## src/hw/rtl/arpc_pkg.sv

```systemverilog
// Shared types, constants and codes for the direct-mapped ARP cache.
// Used by arpc_ctrl, arpc_dp and direct_mapped_arp_cache; no dependencies.
`default_nettype none

package arpc_pkg;

  // Cache geometry
  localparam int CACHE_ENTRIES = 128;
  localparam int IDX_W         = (CACHE_ENTRIES > 1) ? $clog2(CACHE_ENTRIES) : 1;
  localparam bit IDX_IS_POW2   = ((1 << IDX_W) == CACHE_ENTRIES);
  localparam logic [IDX_W-1:0] LAST_IDX = IDX_W'(CACHE_ENTRIES - 1);

  // Field widths
  localparam int FUNC_W  = 2;
  localparam int IP_W    = 32;
  localparam int MAC_W   = 48;
  localparam int TICK_W  = 32;
  localparam int ENTRY_W = 1 + IP_W + MAC_W;

  // Index remainder by reciprocal: quotient estimate is floor(ip * REM_MUL >> REM_SHIFT),
  // at most one below the true quotient
  localparam int REM_SHIFT = IP_W + IDX_W;
  localparam logic [IP_W:0]   REM_MUL = (IP_W + 1)'(((2 * IP_W + 1)'(1) << REM_SHIFT) /
                                                    CACHE_ENTRIES);
  localparam logic [IP_W-1:0] REM_DIV = IP_W'(CACHE_ENTRIES);

  // Request function codes
  localparam logic [FUNC_W-1:0] FUNC_ADD     = 2'd0;
  localparam logic [FUNC_W-1:0] FUNC_RESOLVE = 2'd1;
  localparam logic [FUNC_W-1:0] FUNC_TICK    = 2'd2;

  // Configuration register indexes
  localparam int CFG_IDX_W = 1;
  localparam logic [CFG_IDX_W-1:0] REG_GW_MAC    = 1'd0;
  localparam logic [CFG_IDX_W-1:0] REG_RETRY     = 1'd1;

  // Register reset values
  localparam logic [MAC_W-1:0]  GW_MAC_RESET = 48'h021A_C54B_7E90;
  localparam logic [TICK_W-1:0] RETRY_RESET  = 32'd5000;

  // Controller to datapath commands
  typedef struct packed {
    logic capture;   // latch the incoming request
    logic rem_step;  // one step of the index remainder
    logic clr_step;  // clear one entry's valid bit
    logic mem_wr;    // write the add request into its entry
    logic mem_rd;    // read the entry for a resolve
    logic tick;      // advance the elapsed counter
    logic resolve;   // form the result and load the output register
  } cmd_t;

  // Datapath to controller status
  typedef struct packed {
    logic [FUNC_W-1:0] func;
    logic              clr_last;
    logic              rem_last;
    logic              out_free;
  } sts_t;

endpackage

`default_nettype wire

```

## src/hw/rtl/arpc_ctrl.sv

```systemverilog
// Controller state machine for the ARP cache: clearing sweep, request
// sequencing and result hand-off. Depends on arpc_pkg.
`default_nettype none

module arpc_ctrl (
  input  wire logic          clk,
  input  wire logic          rst,
  input  wire logic          in_valid,
  output logic               in_ready,
  input  wire arpc_pkg::sts_t sts,
  output arpc_pkg::cmd_t     cmd
);

  localparam logic [2:0] S_CLEAR   = 3'd0;
  localparam logic [2:0] S_IDLE    = 3'd1;
  localparam logic [2:0] S_INDEX   = 3'd2;
  localparam logic [2:0] S_EXEC    = 3'd3;
  localparam logic [2:0] S_RESOLVE = 3'd4;

  logic [2:0] state;
  logic [2:0] state_next;

  // State register
  always_ff @(posedge clk) begin
    if (rst) begin
      state <= S_CLEAR;
    end else begin
      state <= state_next;
    end
  end

  // Next state and commands
  always_comb begin
    state_next = state;
    cmd        = '0;
    in_ready   = 1'b0;
    unique case (state)
      S_CLEAR: begin
        cmd.clr_step = 1'b1;
        if (sts.clr_last) begin
          state_next = S_IDLE;
        end
      end
      S_IDLE: begin
        in_ready = 1'b1;
        if (in_valid) begin
          cmd.capture = 1'b1;
          state_next  = arpc_pkg::IDX_IS_POW2 ? S_EXEC : S_INDEX;
        end
      end
      S_INDEX: begin
        cmd.rem_step = 1'b1;
        if (sts.rem_last) begin
          state_next = S_EXEC;
        end
      end
      S_EXEC: begin
        unique case (sts.func)
          arpc_pkg::FUNC_ADD: begin
            cmd.mem_wr = 1'b1;
            state_next = S_IDLE;
          end
          arpc_pkg::FUNC_RESOLVE: begin
            cmd.mem_rd = 1'b1;
            state_next = S_RESOLVE;
          end
          arpc_pkg::FUNC_TICK: begin
            cmd.tick   = 1'b1;
            state_next = S_IDLE;
          end
          default: begin
            state_next = S_IDLE;
          end
        endcase
      end
      S_RESOLVE: begin
        // hold the read entry until the output register frees up
        if (sts.out_free) begin
          cmd.resolve = 1'b1;
          state_next  = S_IDLE;
        end
      end
      default: begin
        state_next = S_IDLE;
      end
    endcase
  end

  // One request in flight at a time
  a_one_in_flight: assert property (@(posedge clk) disable iff (rst)
    (in_valid && in_ready) |=> !in_ready)
    else $error("request accepted while another is in flight");

  // No request taken before the clearing sweep finishes
  a_no_req_in_clear: assert property (@(posedge clk) disable iff (rst)
    cmd.clr_step |-> !cmd.capture && !cmd.mem_wr && !cmd.mem_rd)
    else $error("request activity during clearing sweep");

  // A pending result waits while the output register is busy
  a_resolve_waits: assert property (@(posedge clk) disable iff (rst)
    (state == S_RESOLVE && !sts.out_free) |=> (state == S_RESOLVE))
    else $error("resolve left before its result was loaded");

endmodule

`default_nettype wire

```

## config.mk

```make
export PLATFORM = sky130hd
export DESIGN_NAME = arpc_ctrl
export DESIGN_NICKNAME = d
export VERILOG_FILES = /design/src/hw/rtl/arpc_pkg.sv /design/src/hw/rtl/arpc_ctrl.sv
export SDC_FILE = /design/constraint.sdc
export NUM_CORES = 1
export LEC_CHECK = 0
export ABC_AREA = 0
export BUFFER_PORTS_ARGS = -buffer_cell sky130_fd_sc_hd__buf_2
export CORE_AREA = 2 2 39 41
export CTS_CLUSTER_SIZE = 25
export DETAILED_ROUTE_END_ITERATION = 8
export DIE_AREA = 0 0 41 43
export GPL_TIMING_DRIVEN = 0
export PLACE_DENSITY_LB_ADDON = 0.12
export SLEW_MARGIN = 0
export SYNTH_ARGS = -nofsm -noshare
export SYNTH_HDL_FRONTEND = slang
export SYNTH_SLANG_ARGS = --single-unit
```

## constraint.sdc

```tcl
create_clock -name clk -period 3.2 [get_ports clk]
set_input_delay 0.16 -clock clk [delete_from_list [all_inputs] [get_ports clk]]
set_output_delay 0.16 -clock clk [all_outputs]
set_load 0.02 [all_outputs]
```

* Yosys cells after proc, flatten, opt, wreduce, memory -nomap -nowiden *
Cells that the tools add are included.

cells by class
  equal/unequal tests = 10
  mux-type cells = 17
  reduce and logical (&&, ||, !) cells = 3

operators with widths
  cell                  count
  $mux W3               6
  $pmux W3 S5           1
  $mux W1               10
  $ne A2 B2 Y1 const B  4
  $eq A3 B2 Y1 const B  2
  $reduce_and A4 Y1     1
  $eq A3 B1 Y1 const B  1
  $eq A3 B3 Y1 const B  1
  $logic_not A3 Y1      1
  $eq A2 B1 Y1 const B  1
  $eq A2 B2 Y1 const B  1
  $logic_not A2 Y1      1

storage, ports and cells
  register bits = 3
  input port bits = 8

* Logic depth before layout (Yosys ltp) *
  word-level depth = 3
  mapped depth = 4
  gate-level depth less buffers = 3

* Worst setup path after synthesis *
Ideal clock, no wire load.

  path type = reg2out
  from = reg state[0]
  to = out cmd[6] (netlist bit)
  arrival time = 1.454 ns
  required time = 3.040 ns
  slack = 1.586 ns
  stages on the path, launching flop included = 4
  path buffers = 1
  cells stage by stage = dfxtp_1 clkbuf_8 nor3b_1 and2_1

RTL lines
  what                    RTL line         RTL
  from (decl)             arpc_ctrl.sv:20  logic [2:0] state;
  from (signal assigned)  arpc_ctrl.sv:28  state <= state_next;
  to (decl)               arpc_ctrl.sv:11  output arpc_pkg::cmd_t cmd

==> flow_metrics.tcl <==
set metrics [dict create \
    hold_class "in2reg" \
    antenna_found_initial 0 \
    syn_nets 35 \
    path_clk_slew_ns 0.03 \
    multi_input_area_sq_um 166 \
    die_h_um 43 \
    timing.rr.start "state[0]" \
    ys_warn_count 0 \
    cts_hold_buf 0 \
    cp-start-kind "flop" \
    clock.fmax_mhz 657 \
    reg2reg_depth 3 \
    r2r-end "state[0]" \
    first_iter_violations 5 \
    ys_seq_area_share_pct 24.6 \
    setup_tns_ns 0 \
    postSynthAreaPerCell_sq_um 9.04 \
    synth_top_area_share_pct 24.6 \
    synth_edf_count 0 \
    max_cap_viol_count 0 \
    dp_hpwl_um 499 \
    rrSetupSlack_ns 2.06 \
    synthArstFlopShare_pct 0 \
    path_class "reg2out" \
    boundaryPins 16 \
    tightestPinTransition_ns 0.422 \
    ys_ff_latch 3 \
    dieArea_sq_um 1760 \
    peakVddDrop_uv 137 \
    wire_per_inst_um 10.0 \
    initial_core_util_pct 17.6 \
    drcViolationCount 0 \
    place.gp.congestion 0.767 \
    io_buffers 15 \
    syn2layout_area_growth_pct 49.7 \
    arrival_ns 1.36 \
    postCtsSetupBuffers 0 \
    synth_area_leaders "dfxtp_1 (25%), nor4b_4 (9.7%), mux2_2 (9.2%), nor4b_1 (7.2%), nor3_1 (6.2%)" \
    largest_reg_flops 3 \
    post-place-ws_ns 1.91 \
    grt_pass1_wl_um 1010 \
    htreeDepth 1 \
    synth.most_common_cell "nand2_1" \
    dp.cells 58 \
    postRouteAntennaNets 0 \
    grt_overflow 0 \
    crit_fanout 10 \
    timing.final.crit_share_pct 47.5 \
    worst_slack_ns 1.68 \
    syn-cell-area_sq_um 244 \
    largest-register "state" \
    synthCells 27 \
    synth_commonest_cells "nand2_1 (4), dfxtp_1 (3), nor2_1 (3), nor3_1 (3)" \
    coreArea_sq_um 1380 \
    clockBufferDepth 2 \
    cellPowerDensity_nw_per_um2 447 \
    crit_start "state[0]" \
    grt_util_all_layers_pct 8.53 \
    register_area_sq_um 60.1 \
    vias 258 \
    drive_gt1_share_pct 52.2 \
    crit_end "cmd[6]" \
    end_kind "output pin" \
    crit_required_ns 3.04 \
    fin_cells 62 \
    grt_pass1_vias 266 \
    clock_latency_ns 0.23 \
    hold_viol 0 \
    p_leak_uw 0.000167 \
    reg_top3 "state (3)" \
    slew_violations 0 \
    antenna_cells 0 \
    slew_headroom_pct 71.5 \
    cts_resized 0 \
    fin_nets 55 \
    die_w_um 41 \
    synth_cell_types 16 \
    fillers 160 \
    status "finished, final reports clean" \
    final_cell_area_sq_um 365 \
    clock_sinks 3 \
    skew_ns 0.000758 \
    rows 14 \
    dr.pass1.iters 2 \
    fin_crit_ns 1.52 \
    place_area_sq_um 339 \
    synth_flop_cell "dfxtp_1" \
    grt_max_degree 11 \
    yosys.area.top_type "dfxtp_1" \
    clock-root-buffer "clkbuf_4" \
    finalSetupViolations 0 \
    vias_per_cell 4.16 \
    wirelength_um 623 \
    rsz0062_at_grt "no" \
    cts_tree "done" \
    numCtsBuffers 3 \
]
[cell usage in the layout, fill, tap and decap left out, drive strengths merged]
cell type and instances:
inv 1, nand2b 1, nor4b 3, and2 1
mux2 2, o21ba 1, dfxtp 3, nor3b 1
nor3 3, nor2 3, clkbuf 5, buf 15
o41ai 1, o32ai 1, or2 1, nand2 4
[through the flow]
stage | hold WS [ns] | utilization (%) | power, uW
3_5_place_dp | 0.384 | 24.5 | 99.0
5_1_grt | 0.155 | 26.4 | 174
2_1_floorplan | 0.236 | - | 81.7
3_3_place_gp | 0.374 | 24.5 | 98.4
6_report | 0.140 | 26.4 | 163
4_1_cts | 0.136 | 26.4 | 169
[cell type report]
cell class / count / area share, %
sequential: 3 / 16.4
buffer: 1 / 3.77
tap: 16 / 5.48
multi-input combinational: 22 / 45.5
clock buffer: 4 / 7.19
inverter: 1 / 1.03
timing repair buffer: 15 / 20.5
[report_power, final]
group | leakage, uW | switching [uW] | total [uW] | internal, uW
Clock | 0.0000150 | 19.2 | 65.9 | 46.7
Sequential | 0.0000246 | 4.45 | 45.3 | 40.9
Combinational | 0.000128 | 27.6 | 52.2 | 24.6
Total | 0.000167 | 51.2 | 163 | 112
[metal layers]
metal	share of wire (%)	GRT usage [%]	wire, um	up-vias
met5	0	0	0	-
met2	53	13.1	329	7
li1	-	-	-	137
met4	2.2	8.00	14	0
met3	5.9	1.57	37	2
met1	39	8.97	240	112
[how the worst min path moves through the flow]
stage,startpoint,endpoint,slack [ns],cells after the start
2_1_floorplan,rst,state[1],0.24,1
3_3_place_gp,rst,state[1],0.37,2
3_5_place_dp,rst,state[1],0.38,2
4_1_cts,rst,state[1],0.14,2
5_1_grt,rst,state[1],0.16,2
6_report,rst,state[1],0.14,2
[cells by family (layout without fill, tap and decap cells)]
kind of cell	after synthesis	in the layout	synth area share, %
and+or+nand+nor	17	17	47.7
buffers and inverters	2	21	7.18
DFF	3	3	24.6
muxes	2	2	9.23
AOI/OAI and AO/OA	3	3	11.3
[worst max-delay path, cell delays in order, from the launching register on]
cell and delay, ns:
dfxtp_1 0.36, clkbuf_8 0.18, nor3b_1 0.27, and2_1 0.16, buf_2 0.15
Note: power is estimated with default switching activity, not from simulation.
